## config.mk

```make
export PLATFORM = sky130hd
export DESIGN_NAME = step_dir_pulse_generator_unit_flat
export DESIGN_NICKNAME = d
export VERILOG_FILES = /design/src/rtl/sdpg_pkg.sv /design/src/rtl/sdpg_if.sv /design/src/rtl/sdpg_div.sv /design/src/rtl/step_dir_pulse_generator_unit.sv /design/src/flat_wrapper.sv
export SDC_FILE = /design/constraint.sdc
export NUM_CORES = 1
export LEC_CHECK = 0
export BUFFER_PORTS_ARGS = -buffer_cell sky130_fd_sc_hd__buf_2
export CAP_MARGIN = 20
export CORE_MARGIN = 4
export CORE_UTILIZATION = 60
export DETAILED_ROUTE_END_ITERATION = 16
export PLACE_DENSITY = 0.88
export SYNTH_ARGS = -nofsm -noshare
export SYNTH_HDL_FRONTEND = slang
export SYNTH_HIERARCHICAL = 1
export SYNTH_SLANG_ARGS = --single-unit
```

## constraint.sdc

```tcl
create_clock -name i_clk -period 10.9 [get_ports i_clk]
set_input_delay 0.545 -clock i_clk [delete_from_list [all_inputs] [get_ports i_clk]]
set_output_delay 0.545 -clock i_clk [all_outputs]
set_load 0.05 [all_outputs]
```

## src/rtl/sdpg_pkg.sv

```systemverilog
// Shared constants, codes and state types of the STEP/DIR pulse generator.
package sdpg_pkg;

    localparam int COUNTER_BITS_DEF = 16;

    localparam int CLOCK_HZ_W = 27;
    localparam int MAX_RATE_W = 16;
    localparam int SPEED_W    = 17;
    localparam int STEPS_W    = 32;
    localparam int TIMER_W    = 16;
    localparam int CFG_IDX_W  = 2;
    localparam int CFG_DATA_W = 27;

    localparam logic [CLOCK_HZ_W-1:0] CLOCK_HZ_RST = 27'd84000000;
    localparam logic [MAX_RATE_W-1:0] MAX_RATE_RST = 16'd50000;
    localparam logic                  DIR_RST      = 1'b0;

    typedef enum logic [1:0] {
        CMD_TICK,
        CMD_VELOCITY,
        CMD_MOVE,
        CMD_STOP
    } t_cmd;

    typedef enum logic [CFG_IDX_W-1:0] {
        CFG_CLOCK_HZ,
        CFG_MAX_RATE,
        CFG_INIT_DIR
    } t_cfg_idx;

    typedef enum logic [1:0] {
        ST_IDLE,
        ST_DIV_D,
        ST_PSC,
        ST_DIV_ARR
    } t_seq_state;

endpackage

```

## src/rtl/sdpg_if.sv

```systemverilog
// Valid/ready channel interfaces for command input, status output and register writes.
interface sdpg_in_if;
    import sdpg_pkg::*;
    logic                      valid;
    logic                      ready;
    logic [1:0]                command;
    logic signed [SPEED_W-1:0] speed;
    logic [STEPS_W-1:0]        step_total;
    modport source (output valid, command, speed, step_total, input ready);
    modport sink   (input valid, command, speed, step_total, output ready);
endinterface

interface sdpg_out_if;
    import sdpg_pkg::*;
    logic               valid;
    logic               ready;
    logic               step_level;
    logic               direction;
    logic [STEPS_W-1:0] step_count;
    logic               running;
    logic               target_active;
    logic [TIMER_W-1:0] prescale;
    logic [TIMER_W-1:0] reload;
    modport source (output valid, step_level, direction, step_count, running, target_active,
                    prescale, reload, input ready);
    modport sink   (input valid, step_level, direction, step_count, running, target_active,
                    prescale, reload, output ready);
endinterface

interface sdpg_cfg_if;
    import sdpg_pkg::*;
    logic                  valid;
    logic                  ready;
    logic [CFG_IDX_W-1:0]  index;
    logic [CFG_DATA_W-1:0] data;
    modport source (output valid, index, data, input ready);
    modport sink   (input valid, index, data, output ready);
endinterface

```

## src/rtl/sdpg_div.sv

```systemverilog
// Restoring divider, one quotient bit per cycle, shared by both divider steps.
module sdpg_div #(
    parameter int DIVISOR_W = 18
) (
    input  logic                           i_clk,
    input  logic                           i_rst_n,
    input  logic                           i_start,
    input  logic [sdpg_pkg::CLOCK_HZ_W-1:0] i_dividend,
    input  logic [DIVISOR_W-1:0]           i_divisor,
    output logic                           o_done,
    output logic [sdpg_pkg::CLOCK_HZ_W-1:0] o_quotient
);
    import sdpg_pkg::*;

    localparam int CNT_W = $clog2(CLOCK_HZ_W + 1);
    localparam logic [CNT_W-1:0] BIT_COUNT = CNT_W'(CLOCK_HZ_W);

    logic                  r_busy, n_busy;
    logic [CNT_W-1:0]      r_cnt, n_cnt;
    logic [DIVISOR_W-1:0]  r_rem, n_rem;
    logic [CLOCK_HZ_W-1:0] r_quo, n_quo;
    logic [DIVISOR_W-1:0]  r_dvs, n_dvs;

    logic [DIVISOR_W:0]    shifted;
    logic [DIVISOR_W:0]    trial;
    logic                  fits;

    assign shifted = {r_rem, r_quo[CLOCK_HZ_W-1]};
    assign trial   = shifted - {1'b0, r_dvs};
    assign fits    = ~trial[DIVISOR_W];

    always_comb begin
        n_busy = r_busy;
        n_cnt  = r_cnt;
        n_rem  = r_rem;
        n_quo  = r_quo;
        n_dvs  = r_dvs;
        if (i_start) begin
            n_busy = 1'b1;
            n_cnt  = BIT_COUNT;
            n_rem  = '0;
            n_quo  = i_dividend;
            n_dvs  = i_divisor;
        end else if (r_busy) begin
            if (r_cnt != '0) begin
                n_rem = fits ? trial[DIVISOR_W-1:0] : shifted[DIVISOR_W-1:0];
                n_quo = {r_quo[CLOCK_HZ_W-2:0], fits};
                n_cnt = r_cnt - CNT_W'(1);
            end else begin
                n_busy = 1'b0;
            end
        end
    end

    always_ff @(posedge i_clk) begin
        if (!i_rst_n) begin
            r_busy <= 1'b0;
            r_cnt  <= '0;
        end else begin
            r_busy <= n_busy;
            r_cnt  <= n_cnt;
        end
        r_rem <= n_rem;
        r_quo <= n_quo;
        r_dvs <= n_dvs;
    end

    assign o_done     = r_busy & (r_cnt == '0);
    assign o_quotient = r_quo;

endmodule

```

## src/rtl/step_dir_pulse_generator_unit.sv

```systemverilog
// Top level of the STEP/DIR pulse generator: timer, step counter and rate sequencer.
//
//   port    role  carries
//   i_in    sink  command, speed, step_total
//   o_out   src   step_level, direction, step_count, running, target_active, prescale, reload
//   i_cfg   sink  index, data (clock_hz, max_rate, initial_direction)
//
// Tick, stop and ignored commands: result registered in the cycle after the transfer.
// Rate commands: result after two passes of the shared restoring divider
// (one quotient bit per cycle over the 27-bit clock value), run once for the divider
// and once for the reload. Input is held off while a result waits and o_out.ready is low.
// Synchronous active-low reset clears the timer, counts and sequencer; no clearing pass.
module step_dir_pulse_generator_unit #(
    parameter int COUNTER_BITS = sdpg_pkg::COUNTER_BITS_DEF
) (
    input  logic         i_clk,
    input  logic         i_rst_n,
    sdpg_in_if.sink      i_in,
    sdpg_cfg_if.sink     i_cfg,
    sdpg_out_if.source   o_out
);
    import sdpg_pkg::*;

    localparam int CB    = COUNTER_BITS;
    localparam int DIV_W = (CB + 1 > MAX_RATE_W + 1) ? CB + 1 : MAX_RATE_W + 1;
    localparam int AW    = (CB > CLOCK_HZ_W) ? CB : CLOCK_HZ_W;
    localparam int SUM_W = AW + 1;
    localparam int PW    = (CB > TIMER_W) ? CB : TIMER_W;
    localparam logic [CB-1:0] CNT_MAX = '1;

    t_seq_state            r_state, n_state;
    logic [CLOCK_HZ_W-1:0] r_clock_hz;
    logic [MAX_RATE_W-1:0] r_max_rate;
    logic [CB-1:0]         r_psc, n_psc;
    logic [CB-1:0]         r_arr, n_arr;
    logic [CB-1:0]         r_psc_cnt, n_psc_cnt;
    logic [CB-1:0]         r_per_cnt, n_per_cnt;
    logic                  r_phase, n_phase;
    logic                  r_enabled, n_enabled;
    logic                  r_pin, n_pin;
    logic                  r_dir, n_dir;
    logic [STEPS_W-1:0]    r_steps_done, n_steps_done;
    logic [STEPS_W-1:0]    r_target_count, n_target_count;
    logic                  r_target_valid, n_target_valid;
    logic [CLOCK_HZ_W-1:0] r_d, n_d;
    logic [CB-1:0]         r_psc_new, n_psc_new;
    logic                  r_out_valid, n_out_valid;

    t_cmd                  cmd;
    logic [SPEED_W-1:0]    speed_bits;
    logic                  neg;
    logic [SPEED_W-1:0]    mag;
    logic                  mag_zero;
    logic [MAX_RATE_W-1:0] rate_clamp;
    logic                  rate_zero;
    logic                  steps_zero;
    logic                  rate_req;
    logic                  in_ready;
    logic                  in_acc;
    logic                  need_div;

    logic                  div_start;
    logic [CLOCK_HZ_W-1:0] div_dividend;
    logic [DIV_W-1:0]      div_divisor;
    logic                  div_done;
    logic [CLOCK_HZ_W-1:0] div_quo;
    logic                  capture_d;
    logic                  capture_psc;
    logic                  commit;

    logic [SUM_W-1:0]      psc_sum;
    logic [SUM_W-1:0]      psc_q;
    logic [SUM_W-1:0]      psc_raw;
    logic [CB-1:0]         psc_calc;
    logic [AW-1:0]         arr_raw;
    logic [CB-1:0]         arr_calc;
    logic [STEPS_W-1:0]    steps_inc;
    logic [PW-1:0]         psc_ext;
    logic [PW-1:0]         arr_ext;

    // command decode
    assign cmd        = t_cmd'(i_in.command);
    assign speed_bits = i_in.speed;
    assign neg        = speed_bits[SPEED_W-1];
    assign mag        = neg ? (SPEED_W'(0) - speed_bits) : speed_bits;
    assign mag_zero   = (mag == '0);
    assign rate_clamp = (mag > SPEED_W'(r_max_rate)) ? r_max_rate : mag[MAX_RATE_W-1:0];
    assign rate_zero  = (rate_clamp == '0);
    assign steps_zero = (i_in.step_total == '0);

    always_comb begin
        case (cmd)
            CMD_VELOCITY: rate_req = !mag_zero && !rate_zero;
            CMD_MOVE:     rate_req = !steps_zero && !neg && !mag_zero && !rate_zero;
            default:      rate_req = 1'b0;
        endcase
    end

    assign in_ready = (r_state == ST_IDLE) && (!r_out_valid || o_out.ready);
    assign in_acc   = i_in.valid && in_ready;
    assign need_div = in_acc && rate_req;

    // divider and reload arithmetic
    assign psc_sum  = SUM_W'(r_d) + SUM_W'(CNT_MAX);
    assign psc_q    = psc_sum >> CB;
    assign psc_raw  = psc_q - SUM_W'(1);
    assign psc_calc = (psc_raw > SUM_W'(CNT_MAX)) ? CNT_MAX : psc_raw[CB-1:0];

    assign arr_raw  = (div_quo == '0) ? '0 : (AW'(div_quo) - AW'(1));
    assign arr_calc = (arr_raw > AW'(CNT_MAX)) ? CNT_MAX : arr_raw[CB-1:0];

    assign steps_inc = r_steps_done + STEPS_W'(1);

    // sequencer next state
    always_comb begin
        n_state = r_state;
        case (r_state)
            ST_IDLE:    if (need_div) n_state = ST_DIV_D;
            ST_DIV_D:   if (div_done) n_state = ST_PSC;
            ST_PSC:     n_state = ST_DIV_ARR;
            ST_DIV_ARR: if (div_done) n_state = ST_IDLE;
            default:    n_state = ST_IDLE;
        endcase
    end

    // sequencer outputs
    always_comb begin
        div_start    = 1'b0;
        div_dividend = r_clock_hz;
        div_divisor  = DIV_W'({rate_clamp, 1'b0});
        capture_d    = 1'b0;
        capture_psc  = 1'b0;
        commit       = 1'b0;
        case (r_state)
            ST_IDLE: begin
                div_start = need_div;
            end
            ST_DIV_D: begin
                capture_d = div_done;
            end
            ST_PSC: begin
                div_start    = 1'b1;
                div_dividend = r_d;
                div_divisor  = DIV_W'(psc_calc) + DIV_W'(1);
                capture_psc  = 1'b1;
            end
            ST_DIV_ARR: begin
                commit = div_done;
            end
            default: begin
                div_start = 1'b0;
            end
        endcase
    end

    sdpg_div #(
        .DIVISOR_W (DIV_W)
    ) u_div (
        .i_clk      (i_clk),
        .i_rst_n    (i_rst_n),
        .i_start    (div_start),
        .i_dividend (div_dividend),
        .i_divisor  (div_divisor),
        .o_done     (div_done),
        .o_quotient (div_quo)
    );

    // timer, step count and command effects
    always_comb begin
        logic stop_req;
        stop_req       = 1'b0;
        n_psc          = r_psc;
        n_arr          = r_arr;
        n_psc_cnt      = r_psc_cnt;
        n_per_cnt      = r_per_cnt;
        n_phase        = r_phase;
        n_enabled      = r_enabled;
        n_pin          = r_pin;
        n_dir          = r_dir;
        n_steps_done   = r_steps_done;
        n_target_count = r_target_count;
        n_target_valid = r_target_valid;
        n_d            = r_d;
        n_psc_new      = r_psc_new;

        if (in_acc) begin
            case (cmd)
                CMD_TICK: begin
                    if (r_enabled) begin
                        if (r_psc_cnt >= r_psc) begin
                            n_psc_cnt = '0;
                            if (r_per_cnt >= r_arr) begin
                                n_per_cnt = '0;
                                if (r_phase) begin
                                    n_pin = 1'b0;
                                end else begin
                                    n_pin        = 1'b1;
                                    n_steps_done = steps_inc;
                                    if (r_target_valid && (steps_inc == r_target_count)) begin
                                        n_target_valid = 1'b0;
                                        n_target_count = '0;
                                        n_enabled      = 1'b0;
                                    end
                                end
                                n_phase = !r_phase;
                            end else begin
                                n_per_cnt = r_per_cnt + CB'(1);
                            end
                        end else begin
                            n_psc_cnt = r_psc_cnt + CB'(1);
                        end
                    end
                end
                CMD_VELOCITY: begin
                    if (mag_zero) begin
                        stop_req = 1'b1;
                    end else begin
                        n_dir = !neg;
                        if (rate_zero) stop_req = 1'b1;
                    end
                end
                CMD_MOVE: begin
                    if (!steps_zero) begin
                        if (neg || mag_zero) begin
                            stop_req = 1'b1;
                        end else begin
                            n_target_count = r_steps_done + i_in.step_total;
                            n_target_valid = 1'b1;
                            if (rate_zero) stop_req = 1'b1;
                        end
                    end
                end
                default: begin
                    stop_req = 1'b1;
                end
            endcase
        end

        if (stop_req) begin
            n_enabled      = 1'b0;
            n_phase        = 1'b0;
            n_target_valid = 1'b0;
            n_target_count = '0;
            n_pin          = 1'b0;
        end

        if (capture_d) begin
            n_d = (div_quo == '0) ? CLOCK_HZ_W'(1) : div_quo;
        end
        if (capture_psc) begin
            n_psc_new = psc_calc;
        end
        if (commit) begin
            n_psc     = r_psc_new;
            n_arr     = arr_calc;
            n_psc_cnt = '0;
            n_per_cnt = '0;
            n_phase   = 1'b0;
            n_enabled = 1'b1;
        end
    end

    assign n_out_valid = (r_out_valid && !o_out.ready) || (in_acc && !rate_req) || commit;

    always_ff @(posedge i_clk) begin
        if (!i_rst_n) begin
            r_state        <= ST_IDLE;
            r_psc          <= '0;
            r_arr          <= '0;
            r_psc_cnt      <= '0;
            r_per_cnt      <= '0;
            r_phase        <= 1'b0;
            r_enabled      <= 1'b0;
            r_pin          <= 1'b0;
            r_dir          <= DIR_RST;
            r_steps_done   <= '0;
            r_target_valid <= 1'b0;
            r_out_valid    <= 1'b0;
        end else begin
            r_state        <= n_state;
            r_psc          <= n_psc;
            r_arr          <= n_arr;
            r_psc_cnt      <= n_psc_cnt;
            r_per_cnt      <= n_per_cnt;
            r_phase        <= n_phase;
            r_enabled      <= n_enabled;
            r_pin          <= n_pin;
            r_dir          <= n_dir;
            r_steps_done   <= n_steps_done;
            r_target_valid <= n_target_valid;
            r_out_valid    <= n_out_valid;
        end
        r_target_count <= n_target_count;
        r_d            <= n_d;
        r_psc_new      <= n_psc_new;
    end

    // register writes; initial direction only takes effect through reset, so drop it
    always_ff @(posedge i_clk) begin
        if (!i_rst_n) begin
            r_clock_hz <= CLOCK_HZ_RST;
            r_max_rate <= MAX_RATE_RST;
        end else if (i_cfg.valid && i_cfg.ready) begin
            case (t_cfg_idx'(i_cfg.index))
                CFG_CLOCK_HZ: r_clock_hz <= i_cfg.data[CLOCK_HZ_W-1:0];
                CFG_MAX_RATE: r_max_rate <= i_cfg.data[MAX_RATE_W-1:0];
                CFG_INIT_DIR: r_max_rate <= r_max_rate;
                default:      r_clock_hz <= r_clock_hz;
            endcase
        end
    end

    assign i_cfg.ready = 1'b1;
    assign i_in.ready  = in_ready;

    assign psc_ext = PW'(r_psc);
    assign arr_ext = PW'(r_arr);

    assign o_out.valid         = r_out_valid;
    assign o_out.step_level    = r_pin;
    assign o_out.direction     = r_dir;
    assign o_out.step_count    = r_steps_done;
    assign o_out.running       = r_enabled;
    assign o_out.target_active = r_target_valid;
    assign o_out.prescale      = psc_ext[TIMER_W-1:0];
    assign o_out.reload        = arr_ext[TIMER_W-1:0];

    a_no_result_while_dividing: assert property (@(posedge i_clk) disable iff (!i_rst_n)
        (r_state != ST_IDLE) |-> !r_out_valid)
        else $error("result pending while rate sequencer busy");

    a_counters_in_range: assert property (@(posedge i_clk) disable iff (!i_rst_n)
        (r_psc_cnt <= r_psc) && (r_per_cnt <= r_arr))
        else $error("timer counter beyond its limit");

    a_step_on_rising_edge: assert property (@(posedge i_clk) disable iff (!i_rst_n)
        ($past(i_rst_n) && (r_steps_done != $past(r_steps_done))) |->
        ((r_steps_done == $past(r_steps_done) + STEPS_W'(1)) && !$past(r_phase) && r_pin))
        else $error("step count moved outside a rising STEP edge");

    a_div_done_in_div_state: assert property (@(posedge i_clk) disable iff (!i_rst_n)
        div_done |-> ((r_state == ST_DIV_D) || (r_state == ST_DIV_ARR)))
        else $error("divider finished outside a divide state");

endmodule
```

## src/flat_wrapper.sv

```systemverilog
// flat-port wrapper written by rule: the top's interface ports become plain ports
module step_dir_pulse_generator_unit_flat import sdpg_pkg::*;
#(
    parameter int COUNTER_BITS = sdpg_pkg::COUNTER_BITS_DEF
)
  (i_clk, i_rst_n, i_in_valid, i_in_command, i_in_speed, i_in_step_total, i_in_ready, i_cfg_valid, i_cfg_index, i_cfg_data, i_cfg_ready, o_out_valid, o_out_step_level, o_out_direction, o_out_step_count, o_out_running, o_out_target_active, o_out_prescale, o_out_reload, o_out_ready);
  sdpg_in_if i_in_i ();
  sdpg_cfg_if i_cfg_i ();
  sdpg_out_if o_out_i ();
  input  logic i_clk;
  input  logic i_rst_n;
  input wire logic [$bits(i_in_i.valid)-1:0] i_in_valid;
  input wire logic [$bits(i_in_i.command)-1:0] i_in_command;
  input wire logic [$bits(i_in_i.speed)-1:0] i_in_speed;
  input wire logic [$bits(i_in_i.step_total)-1:0] i_in_step_total;
  output wire logic [$bits(i_in_i.ready)-1:0] i_in_ready;
  input wire logic [$bits(i_cfg_i.valid)-1:0] i_cfg_valid;
  input wire logic [$bits(i_cfg_i.index)-1:0] i_cfg_index;
  input wire logic [$bits(i_cfg_i.data)-1:0] i_cfg_data;
  output wire logic [$bits(i_cfg_i.ready)-1:0] i_cfg_ready;
  output wire logic [$bits(o_out_i.valid)-1:0] o_out_valid;
  output wire logic [$bits(o_out_i.step_level)-1:0] o_out_step_level;
  output wire logic [$bits(o_out_i.direction)-1:0] o_out_direction;
  output wire logic [$bits(o_out_i.step_count)-1:0] o_out_step_count;
  output wire logic [$bits(o_out_i.running)-1:0] o_out_running;
  output wire logic [$bits(o_out_i.target_active)-1:0] o_out_target_active;
  output wire logic [$bits(o_out_i.prescale)-1:0] o_out_prescale;
  output wire logic [$bits(o_out_i.reload)-1:0] o_out_reload;
  input wire logic [$bits(o_out_i.ready)-1:0] o_out_ready;
  assign i_in_i.valid = i_in_valid;
  assign i_in_i.command = i_in_command;
  assign i_in_i.speed = i_in_speed;
  assign i_in_i.step_total = i_in_step_total;
  assign i_in_ready = i_in_i.ready;
  assign i_cfg_i.valid = i_cfg_valid;
  assign i_cfg_i.index = i_cfg_index;
  assign i_cfg_i.data = i_cfg_data;
  assign i_cfg_ready = i_cfg_i.ready;
  assign o_out_valid = o_out_i.valid;
  assign o_out_step_level = o_out_i.step_level;
  assign o_out_direction = o_out_i.direction;
  assign o_out_step_count = o_out_i.step_count;
  assign o_out_running = o_out_i.running;
  assign o_out_target_active = o_out_i.target_active;
  assign o_out_prescale = o_out_i.prescale;
  assign o_out_reload = o_out_i.reload;
  assign o_out_i.ready = o_out_ready;
  step_dir_pulse_generator_unit #(.COUNTER_BITS(COUNTER_BITS)) u_core (.i_clk(i_clk), .i_rst_n(i_rst_n), .i_in(i_in_i), .i_cfg(i_cfg_i), .o_out(o_out_i));
endmodule
```

### Yosys cells after proc, flatten, opt, wreduce, memory -nomap -nowiden

Cells that the tools add are included.

| operators by class | value |
|---|---|
| eq/ne operators | 17 |
| bitwise logic cells | 5 |
| $add $sub $neg | 11 |
| reductions and logical operators | 52 |
| magnitude comparators | 5 |
| muxes and demuxes | 60 |

Operator list:

| kind | number |
|---|---|
| 32-bit two-way mux | 7 |
| 27-bit two-way mux | 5 |
| 16-bit two-way mux | 5 |
| 32-bit one-hot mux with 2 select lines | 1 |
| 17-bit two-way mux | 3 |
| 16-bit by 1-bit adder with 16-bit output, second input constant | 2 |
| 32-bit by 1-bit adder with 32-bit output, second input constant | 1 |
| 32-bit adder | 1 |
| 32-bit equality test | 1 |
| 16-bit >= comparator | 2 |
| 32-bit zero test | 1 |
| 27-bit by 16-bit adder with 28-bit output, second input constant | 1 |
| 28-bit by 16-bit > comparator with 1-bit output, second input constant | 1 |
| 1-bit two-way mux | 28 |
| 27-bit by 16-bit > comparator with 1-bit output, second input constant | 1 |
| 27-bit zero test | 1 |
| 27-bit by 1-bit subtractor with 27-bit output, second input constant | 1 |
| 18-bit by 17-bit subtractor with 18-bit output | 1 |
| 16-bit by 1-bit adder with 17-bit output, second input constant | 1 |
| 17-bit by 16-bit > comparator with 1-bit output | 1 |
| 17-bit zero test | 1 |
| 1-bit by 17-bit subtractor with 17-bit output, first input constant | 1 |
| 16-bit zero test | 1 |
| 5-bit two-way mux | 3 |
| 28 further kinds | 79 |

| word-level totals | value |
|---|---|
| logic and storage cells | 174 |
| register bits | 289 |

### Longest topological paths before layout

Gate-level depths: netlist of the first run.

| logic depth | value |
|---|---|
| word-level depth | 12 |
| depth in mapped cells | 19 |
| gate-level depth less buffers | 18 |

### Hierarchy

Netlist of the first run, hierarchy kept.

By module, submodules not included:

| module | cells each | instances | sequential area each (um^2) | area each (um^2) |
|---|---|---|---|---|
| step_dir_pulse_generator_unit | 1823 | 1 | 4724.5 | 14735.4 |
| sdpg_div | 344 | 1 | 1781.7 | 3711.1 |

### Worst setup path after synthesis of the first run

No wires, ideal clock.

| path | value |
|---|---|
| path type | in2reg |
| start point | input port i_in_speed[2] |
| end point | register u_core.u_div.r_quo[0] (netlist: u_core/u_div/o_quotient[0]), enable pin |
| stages on the path | 15 |
| arrival | 5.191 ns |
| setup slack | 5.326 ns |
| required time | 10.518 ns |
| cells stage by stage | clkbuf_1 > nor3_1 > nand2_1 > o41ai_1 > xnor2_1 > ha_1 > nand4_1 > a211o_1 > o2bb2ai_1 > a21oi_1 > a211o_1 > o21bai_1 > clkbuf_1 > nor2_1 > inv_1 |

| on the way | value |
|---|---|
| cells in the longest elaborated chain, start to end | 12 |
| elaborated cells on any way between the ends | 17 |
| those cells by class | add/sub: 1; order compare: 1; mux: 4; reduce/logical: 11 |

RTL lines:

| item | line | source |
|---|---|---|
| start, declared | flat_wrapper.sv:14 | `input wire logic [$bits(i_in_i.speed)-1:0] i_in_speed;` |
| 1-bit by 17-bit subtractor with 17-bit output | step_dir_pulse_generator_unit.sv:85 | `assign mag = neg ? (SPEED_W'(0) - speed_bits) : speed_bits;` |
| 17-bit two-way mux (*) | step_dir_pulse_generator_unit.sv:85 |  |
| 17-bit by 16-bit > comparator with 1-bit output | step_dir_pulse_generator_unit.sv:87 | `assign rate_clamp = (mag > SPEED_W'(r_max_rate)) ? r_max_rate : mag[MAX_RATE_W-1:0];` |
| 16-bit two-way mux | step_dir_pulse_generator_unit.sv:87 |  |
| 16-bit zero test | step_dir_pulse_generator_unit.sv:88 | `assign rate_zero = (rate_clamp == '0);` |
| 1-bit zero test | step_dir_pulse_generator_unit.sv:93, step_dir_pulse_generator_unit.sv:94 |  |
| 1-bit logical AND (on tied branches) | step_dir_pulse_generator_unit.sv:94, step_dir_pulse_generator_unit.sv:93 |  |
| 1-bit one-hot mux with 2 select lines (*) | step_dir_pulse_generator_unit.sv:92 | `case (cmd)` |
| 1-bit logical AND (*) | step_dir_pulse_generator_unit.sv:101 | `assign need_div = in_acc && rate_req;` |
| 1-bit one-hot mux with 2 select lines (*) | step_dir_pulse_generator_unit.sv:134 | `case (r_state)` |
| net u_core.div_start | step_dir_pulse_generator_unit.sv:62 | `logic div_start;` |
| 2-bit nonzero test (no source line) | - |  |
| 2-bit AND reduction (no source line) (*) | - |  |
| end signal, assigned | sdpg_div.sv:64 | `r_quo <= n_quo;` |
| end, declared | sdpg_div.sv:21 | `logic [CLOCK_HZ_W-1:0] r_quo, n_quo;` |

Mark *: on every way through the listed nets, which the timed path passes. The rest lies on a longest branch.
A chain may end at the register's enable or synchronous reset.

### Worst setup path after layout of the first run

| path | value |
|---|---|
| start point | input port i_in_speed[0] |
| end point | register u_core.u_div.r_quo[17] (netlist: u_core/u_div/o_quotient[17]), enable pin |

Same word-level chain as after synthesis.

==> metrics.md, run 1 <==
| Metric | Value |
|---|---|
| Detailed Place HPWL | 38700 um |
| Later-pin clock latency in the skew report | 0.57 ns |
| Critical Path, Cell by Cell | buf_2 > inv_1 > ha_1 > nor2b_1 > nand4_1 > nand2_1 > xnor2_1 > ha_1 > a21o_1 > a21oi_1 > o211ai_1 > o2bb2ai_1 > o21a_1 > a211o_1 > o21bai_4 > buf_4 > nor2_1 > inv_1 > buf_16 |
| Final wirelength | 54100 um |
| # DRC | 0 |
| Worst Setup SP | i_in_speed[0] |
| Hold Fails Final Rpt | 0 |
| Total CTS buffers | 29 |
| Top cells by area, synth | dfxtp_1 22%, edfxtp_1 14%, ha_1 7.6% |
| Row cnt | 63 |
| Iter 0 DRT Violations | 2356 |
| IO Count | 156 |
| Minimum clock period | 4.89 ns |
| Max FO, Critical Path | 65 |
| CTS root buffer | clkbuf_16 |
| Post-synth top area cell | dfxtp_1 |
| Power per standard cell area | 176 nW/um2 |
| WP data required | 11.17 ns |
| Vias per inst | 6.50 |
| Peak VDD IR | 0.170 mV |
| Mapped Nets | 2366 |
| Reg2Reg Depth | 12 |
| Setup TNS | 0 ns |
| Post-Route Skew | 0.0143 ns |
| Final count of pins violating max slew | 0 |
| Final Cycle Share | 0.449 |
| First-pass GRT wire length | 84200 um |
| HP Class | primary input to flop |
| Synth cell types | 90 |
| Initial antenna violation count | 4 |
| Synthesized area | 18400 um2 |
| Die Y | 183 um |
| Startpoint Class | primary input |
| EDFF count, synth | 84 |
| Layout cells sized above 1 | 0.145 |
| CTS H-Tree Depth | 1 |
| Post-Synthesis Cells | 2167 |
| Die area | 33600 um2 |
| Worst-path clk slew | 0.06 ns |
| Max cap viols | 0 |
| Tot GR Track Use | 0.304 |
| Reg2reg end | u_core/u_div/r_dvs[9]$_DFFE_PP_ |
| Setup Viol. Count Final | 0 |
| Routed Antenna Nets | 0 |
| CTS Sinks | 283 |
| Crit Path Class | primary input to flop |
| Synth async-reset ratio | 0 |
| FF+latch count, synth | 283 |
| P_leak | 0.00795 uW |
| Cts repair resizes | 0 |
| Area growth syn-to-layout | 10.4% |
| Gpl congestion | 0.964 |
| Util after Layout | 0.680 |
| Vias in the first global route | 15954 |
| Syn Area/Cell | 8.51 um2 |
| Wire per inst | 20.4 um |
| Synth warn | 6 |
| Largest net degree at the start of global routing | 70 |
| Post-synth top area share | 0.216 |
| Main synth FF type | dfxtp_1 |
| Starting Density | 0.616 |
| Critical Path Sink | u_core/u_div/o_quotient[17]$_DFFE_PP_ |
| Hold_buf cts | 0 |
| Worst EP arrival | 5.16 ns |
| R2R setup slack | 6.32 ns |
| Die width | 183 um |
| DRT Pass-1 Iters | 7 |
| RSZ-0062 raised after global routing | no |
| DR vias | 17224 |
| Nets@finish | 2431 |
| Status | completed |
| Fmax | 204 MHz |
| Register area share after synthesis | 0.353 |
| IO buf count | 154 |
| Clock buffer depth | 3 |
| CP endpoint kind | flop |
| Core area | 30000 um2 |
| Slowest Stage Delay on Critical Path | 0.67 ns |
| CTS tree | yes |
| Worst R2R Start | u_core/r_d[3]$_SDFFCE_PN0P_ |
| Slew headroom | 0.173 |
| Crit path max-delay cell type | buf_4 |
| Setup repair bufs after CTS | 0 |
| Overflow after GRT | 0 |
| Actual slew at the worst max-slew pin | 1.23 ns |
==> through the flow <==
stage	setup WS, ns	cell area, um2	power (uW)	hold WS (ns)	std cells
after floorplan	5.33	18400	2210	0.434	2167
final	6.01	20400	3580	0.189	2648
after global routing	5.85	20400	3740	0.188	2648
after CTS	5.70	20300	3540	0.173	2642
after global placement	5.29	19300	2410	0.449	2588
after detailed placement	5.10	19300	2450	0.451	2588
==> sequential cells by signal, indices dropped and copies added, names as in the netlist <==
signal and flops:
u_core/r_psc_cnt 16, u_core/r_d 27, u_core/o_out.prescale 13, u_core/r_phase 1, u_core/r_clock_hz 27, u_core/o_out.valid 1, u_core/r_max_rate 16, u_core/o_out.step_count 32
u_core/r_target_count 32, u_core/u_div/r_busy 1, u_core/o_out.running 1, u_core/u_div/r_rem 17, u_core/r_per_cnt 16, u_core/o_out.target_active 1, u_core/o_out.reload 16, u_core/r_state 2
u_core/u_div/r_dvs 17, u_core/o_out.direction 1, u_core/o_out.step_level 1, u_core/u_div/r_cnt 5, u_core/u_div/o_quotient 27, u_core/r_psc_new 13
==> cell usage after synthesis (57+ instances only) <==
library cell and n:
nor2_1 185, xnor2_1 120, a21oi_1 168, xor2_1 57
dfxtp_1 199, o21ai_0 81, inv_1 109, nand2_1 230
nand3_1 79, clkbuf_1 108, edfxtp_1 84, ha_1 112
==> final cells by class <==
class | count | area (um2)
inverters | 109 | 409
multi-input cells | 1636 | 11000
repair buffers | 173 | 941
flip-flops and latches | 283 | 6510
clock buffers | 40 | 820
well taps | 390 | 488
fillers | 2274 | 9590
diodes | 3 | 7.51
clock inverters | 14 | 218
==> power breakdown <==
part           total [uW]  internal, uW  switching, uW  leakage, uW
clock network        1080           647            436     0.000510
registers            1410          1280            128      0.00239
logic                1090           431            655      0.00505
total                3580          2360           1220      0.00795
==> placed cells by master (no fill, tap or decap), drive strengths merged, types with 11 or more instances in the layout <==
master / instances
a211oi: 19
xnor2: 120
nand2b: 17
a2111oi: 16
a21o: 23
or4: 12
nor3: 44
inv: 111
mux2i: 20
and2: 18
o31ai: 14
edfxtp: 84
o21ai: 87
nor2b: 16
nand4: 59
a21oi: 169
nor3b: 11
o221a: 16
and3: 16
clkbuf: 40
o21a: 16
mux2: 56
nor4: 59
nand2: 231
o211ai: 19
ha: 112
nor2: 185
a31oi: 20
buf: 173
dfxtp: 199
nand3: 79
or3: 13
xor2: 57
==> worst max-delay path, delay by kind of cell <==
family,cells,cell delay (ns)
AOI/OAI and AO/OA,7,1.28
buffers and inverters,5,1.42
xor gates and xnor gates,1,0.16
adders and majority gates,2,0.58
and+or+nand+nor,4,1.15
==> worst min-delay path by stage <==
stage                                             from                            endpoint  slack [ns]  depth (start not counted)
finish                                  i_cfg_data[16]  u_core/r_clock_hz[16]$_SDFFE_PN1P_        0.19                          3
global route                            i_cfg_data[16]  u_core/r_clock_hz[16]$_SDFFE_PN1P_        0.19                          3
CTS                                     i_cfg_data[16]  u_core/r_clock_hz[16]$_SDFFE_PN1P_        0.17                          3
detailed placement  u_core/r_clock_hz[14]$_SDFFE_PN0P_  u_core/r_clock_hz[14]$_SDFFE_PN0P_        0.45                          2
global placement    u_core/r_clock_hz[14]$_SDFFE_PN0P_  u_core/r_clock_hz[14]$_SDFFE_PN0P_        0.45                          2
floorplan            u_core/r_clock_hz[0]$_SDFFE_PN0P_   u_core/r_clock_hz[0]$_SDFFE_PN0P_        0.43                          2
==> kinds of logic (layout without fill, tap and decap cells) <==
logic type	Yosys count	after routing	synth area share
AOI/OAI and AO/OA	474	474	0.171
other	1	4	0.000203
buffers and inverters	248	336	0.0534
xor gates and xnor gates	177	177	0.0840
DFF	283	283	0.353
and+or+nand+nor	794	794	0.216
adders and majority gates	114	114	0.0781
muxes	76	76	0.0450
==> per-layer routing <==
metal  vias to the layer above  GRT usage  wire length [um]
li1                       7961          -                 -
met1                      8139      0.419             21900
met2                       962      0.479             24700
met3                       160     0.0502              5340
met4                         2      0.119              2150
met5                         -          0                13
Power figures use the tool's default switching activity.
==> inputs of run 2 (changes only) <==
--- a/config.mk
+++ b/config.mk
@@ -5,12 +5,13 @@
 export SDC_FILE = /design/constraint.sdc
 export NUM_CORES = 1
 export LEC_CHECK = 0
+export ABC_AREA = 1
 export BUFFER_PORTS_ARGS = -buffer_cell sky130_fd_sc_hd__buf_2
 export CAP_MARGIN = 20
 export CORE_MARGIN = 4
-export CORE_UTILIZATION = 60
+export CORE_UTILIZATION = 56
 export DETAILED_ROUTE_END_ITERATION = 16
-export PLACE_DENSITY = 0.88
+export PLACE_DENSITY = 0.86
 export SYNTH_ARGS = -nofsm -noshare
 export SYNTH_HDL_FRONTEND = slang
 export SYNTH_HIERARCHICAL = 1
==> constraint.sdc (replaced) <==
create_clock -name i_clk -period 4.1 [get_ports i_clk]
set_input_delay 0.205 -clock i_clk [delete_from_list [all_inputs] [get_ports i_clk]]
set_output_delay 0.205 -clock i_clk [all_outputs]
set_load 0.05 [all_outputs]
==> metrics.md, run 2 <==
| Metric | Value |
|---|---|
| Status | completed (unchanged) |
| Max cap viols | 0 (unchanged) |
| IO Count | 156 (unchanged) |
| Actual slew at the worst max-slew pin | 1.01 ns (was 1.23 ns) |
| Register area share after synthesis | 0.327 (was 0.353) |
| Final wirelength | 62800 um (was 54100 um) |
| Slew headroom | 0.329 (was 0.173) |
| Later-pin clock latency in the skew report | 0.57 ns (about the same) |
| Synth Area in Compound Gates | 0.111 (was 0.171) |
| Critical hold path startpoint | i_in_command[1] (was i_cfg_data[16]) |
| Worst R2R Start | u_core/r_d[0]$_SDFFCE_PN1P_ (was u_core/r_d[3]$_SDFFCE_PN0P_) |
| Commonest non-fill, non-tap cell in the layout | nand2_1 (unchanged) |
| Die width | 197 um (was 183 um) |
| Die area | 38600 um2 (was 33600 um2) |
| Post-synth top area cell | dfxtp_1 (unchanged) |
| Worst EP arrival | 4.13 ns (was 5.16 ns) |
| Post-route cell area | 22500 um2 (was 20400 um2) |
| Mapped Nets | 3192 (was 2366) |
| Post-synthesis mux area share | 0 (was 0.0450) |
| CTS root buffer | clkbuf_16 (unchanged) |
| Overflow after GRT | 0 (unchanged) |
| # diodes | 0 (was 3) |
| Peak VDD IR | 0.477 mV (was 0.170 mV) |
| CTS H-Tree Depth | 1 (unchanged) |
| Largest family of logic cells by synthesized area | simple AND/OR/NAND/NOR gates (unchanged) |
| Die Y | 197 um (was 183 um) |
| Internal Pwr Total | 6090 uW (was 2360 uW) |
| Worst-path clk slew | 0.06 ns (about the same) |
| Starting Density | 0.572 (was 0.616) |
| Layout cells sized above 1 | 0.108 (was 0.145) |
| # fillers | 3003 (was 2274) |
| First-pass GRT wire length | 99700 um (was 84200 um) |
| Final count of pins violating max slew | 0 (unchanged) |
| Total CTS buffers | 30 (was 29) |
| Nets@finish | 3348 (was 2431) |
| WP data required | 4.41 ns (was 11.17 ns) |
| Core area | 34800 um2 (was 30000 um2) |
| Clock buffer depth | 3 (unchanged) |
| Hold Path Stages | 5 (was 3) |
| Top cells by area, synth | dfxtp_1 20%, nand2_1 16%, edfxtp_1 13% (was dfxtp_1 22%, edfxtp_1 14%, ha_1 7.6%) |
| Synth async-reset ratio | 0 (unchanged) |
| Worst setup margin | 0.277 ns (was 6.01 ns) |
| Row cnt | 68 (was 63) |
| RSZ-0062 raised after global routing | no (unchanged) |
| Combinational power share | 0.300 (was 0.303) |
| Hold_ws | 0.172 ns (was 0.189 ns) |
| Minimum clock period | 3.82 ns |
| Inst Count DP | 3542 (was 2588) |
| FF+latch count, synth | 283 (unchanged) |
| Crit Path Class | flop to flop (was primary input to flop) |
| DRT Pass-1 Iters | 7 (unchanged) |
| EDFF count, synth | 84 (unchanged) |
| Reg2reg end | u_core/u_div/r_dvs[8]$_DFFE_PP_ (was u_core/u_div/r_dvs[9]$_DFFE_PP_) |
| Hold Fails Final Rpt | 0 (unchanged) |
| Sequential share of power | 0.404 (was 0.394) |
| Iter 0 DRT Violations | 2526 (was 2356) |
| Vias per inst | 5.75 (was 6.50) |
| Final Cycle Share | 0.933 |
| Gpl congestion | 0.995 (was 0.964) |
| Routed Antenna Nets | 0 (unchanged) |
| CTS tree | yes (unchanged) |
| Placed cell areas | 21100 um2 (was 19300 um2) |
| Vias in the first global route | 19317 (was 15954) |
| Fmax | 262 MHz |
| Post-synth top area share | 0.200 (was 0.216) |
| WHS Endpoint | u_core/r_phase$_SDFFE_PP0P_ (was u_core/r_clock_hz[16]$_SDFFE_PN1P_) |
| Reg2Reg Depth | 24 (was 12) |
| Synth top cells by count | 851 x nand2_1, 385 x inv_1, 324 x nor2_1 (was 230 x nand2_1, 199 x dfxtp_1, 185 x nor2_1) |
| HP Class | primary input to flop (unchanged) |
| Post-Route Skew | 0.0264 ns (was 0.0143 ns) |
| Post-synthesis xor/xnor area fraction | 0.0435 (was 0.0840) |
| Wire per inst | 17.3 um (was 20.4 um) |
| Detailed Place HPWL | 47000 um (was 38700 um) |
| Largest net degree at the start of global routing | 92 (was 70) |
| Count leader, synth | nand2_1 (unchanged) |
| Setup WS pre-CTS | -0.152 ns (was 5.10 ns) |
| Post-Synthesis Cells | 2993 (was 2167) |
| # DRC | 0 (unchanged) |
| Switching Share | 0.364 (was 0.341) |
| Switching pwr | 3480 uW (was 1220 uW) |
| Main synth FF type | dfxtp_1 (unchanged) |
| Setup Viol. Count Final | 0 (unchanged) |
| R2R setup slack | 0.28 ns (was 6.32 ns) |
| Initial antenna violation count | 0 (was 4) |
| Area growth syn-to-layout | 13.2% (was 10.4%) |
| IO buf count | 154 (unchanged) |
| P_leak | 0.0110 uW (was 0.00795 uW) |
| CP endpoint kind | flop (unchanged) |
| Synth warn | 6 (unchanged) |
| Clock power frac | 0.296 (was 0.303) |
| Synthesized area | 19900 um2 (was 18400 um2) |
| Startpoint Class | flop (was primary input) |
| Setup TNS | 0 ns (unchanged) |
| Power per standard cell area | 425 nW/um2 (was 176 nW/um2) |
| Simple-Gate Fraction of Synth Area | 0.347 (was 0.216) |
| Non-Filler Instances | 3628 (was 2648) |
| Adder-Cell Fraction of Synth Area | 0.0724 (was 0.0781) |
| Most frequent cells in the layout | 850 x nand2_1, 383 x inv_1, 323 x nor2_1 (was 230 x nand2_1, 199 x dfxtp_1, 185 x nor2_1) |
| Syn Area/Cell | 6.65 um2 (was 8.51 um2) |
| DR vias | 20846 (was 17224) |
| Max FO, Critical Path | 5 (was 65) |
| CTS Sinks | 283 (unchanged) |
| Tot GR Track Use | 0.310 (was 0.304) |
| Synth cell types | 58 (was 90) |
[run 2: changes by cell type in the layout (fill, tap and decap cells not counted), moves of 56 or more]
cell / previous run / this run
o21ai_0: 81 / 169
nor2_1: 185 / 323
nand2_1: 230 / 850
xnor2_1: 120 / 42
nand3_1: 79 / 206
inv_1: 108 / 383
mux2_2: 56 / 0
[run 2: repair_timing]
| action | CTS | global route |
|---|---|---|
| gates resized for setup | 0 | 2 |
| buffers inserted | 0 | 1 |
| hold buffers | 27 | 0 |
| endpoints found under the setup margin | 0 | 4 |
| endpoints found under the hold margin | 42 | 0 |
[run 2: logic make-up (layout without fill, tap and decap cells)]
family | after synthesis | count (layout)
xor+xnor | 94 | 94
fa+ha+maj | 114 | 114
buf+inv | 500 | 680
compound gates | 405 | 405
flops | 283 | 283
simple gates | 1596 | 1596
other cells | 1 | 1
[run 2: final cells by class]
type	instances	area, um2	share of cell area
Tap cell	455	569	0.0253
Clock buffer	41	832	0.0369
Timing Repair Buffer	228	1500	0.0667
Sequential cell	283	6510	0.289
Inverter	396	1490	0.0662
Multi-Input combinational cell	2210	11400	0.507
Clock inverter	15	198	0.00878
[run 2: layer usage]
layer	vias up	GRT usage	share of wire
li1	9977	-	-
met1	9531	0.442	0.43
met2	1185	0.495	0.44
met3	153	0.0453	0.098
met4	0	0.0882	0.030
met5	-	0	0
[run 2: worst max-delay path by stage]
stage	slack, ns	endpoint	cells after the start	from
final	0.28	u_core/u_div/r_dvs[8]$_DFFE_PP_	24	u_core/r_d[0]$_SDFFCE_PN1P_
after floorplan	0.003	u_core/u_div/o_quotient[0]$_DFFE_PP_	27	i_in_speed[0]
after global placement	0.08	u_core/u_div/o_quotient[6]$_DFFE_PP_	30	i_in_speed[0]
after global routing	0.05	u_core/u_div/r_dvs[8]$_DFFE_PP_	24	u_core/r_d[0]$_SDFFCE_PN1P_
after detailed placement	-0.15	u_core/u_div/o_quotient[19]$_DFFE_PP_	30	i_in_speed[0]
after CTS	0.35	u_core/u_div/r_dvs[8]$_DFFE_PP_	24	u_core/r_d[0]$_SDFFCE_PN1P_
[run 2: through the flow]
step / utilization / total power, uW
final: 0.647 / 9570
after global routing: 0.647 / 10000
after CTS: 0.645 / 9430
after detailed placement: 0.608 / 6590
after global placement: 0.608 / 6500
after floorplan: - / 5770
[run 2: power groups by stage]
stage                     clock network, uW  registers [uW]  logic, uW
after floorplan                           0            3780       1990
after global placement                    0            3890       2600
after detailed placement                  0            3910       2690
after CTS                              2850            3850       2730
after global routing                   2970            3910       3170
final                                  2830            3870       2870
[run 2: critical path, cell delays in order, from the launching register on]
cell	delay, ns
edfxtp_1	0.47
nor2_1	0.12
nand2_1	0.07
nor2_1	0.13
nand2_2	0.13
nand2_1	0.13
nand2_1	0.06
nand2_1	0.08
ha_1	0.18
inv_1	0.05
a21oi_1	0.16
nand2_1	0.20
nor2_2	0.22
nand3_1	0.12
nor2_1	0.24
nor2_1	0.14
inv_1	0.12
ha_1	0.18
nand2_1	0.07
inv_1	0.11
nand3_1	0.14
nor2_2	0.19
nand3_1	0.09
nand3_1	0.09
nand2_1	0.06
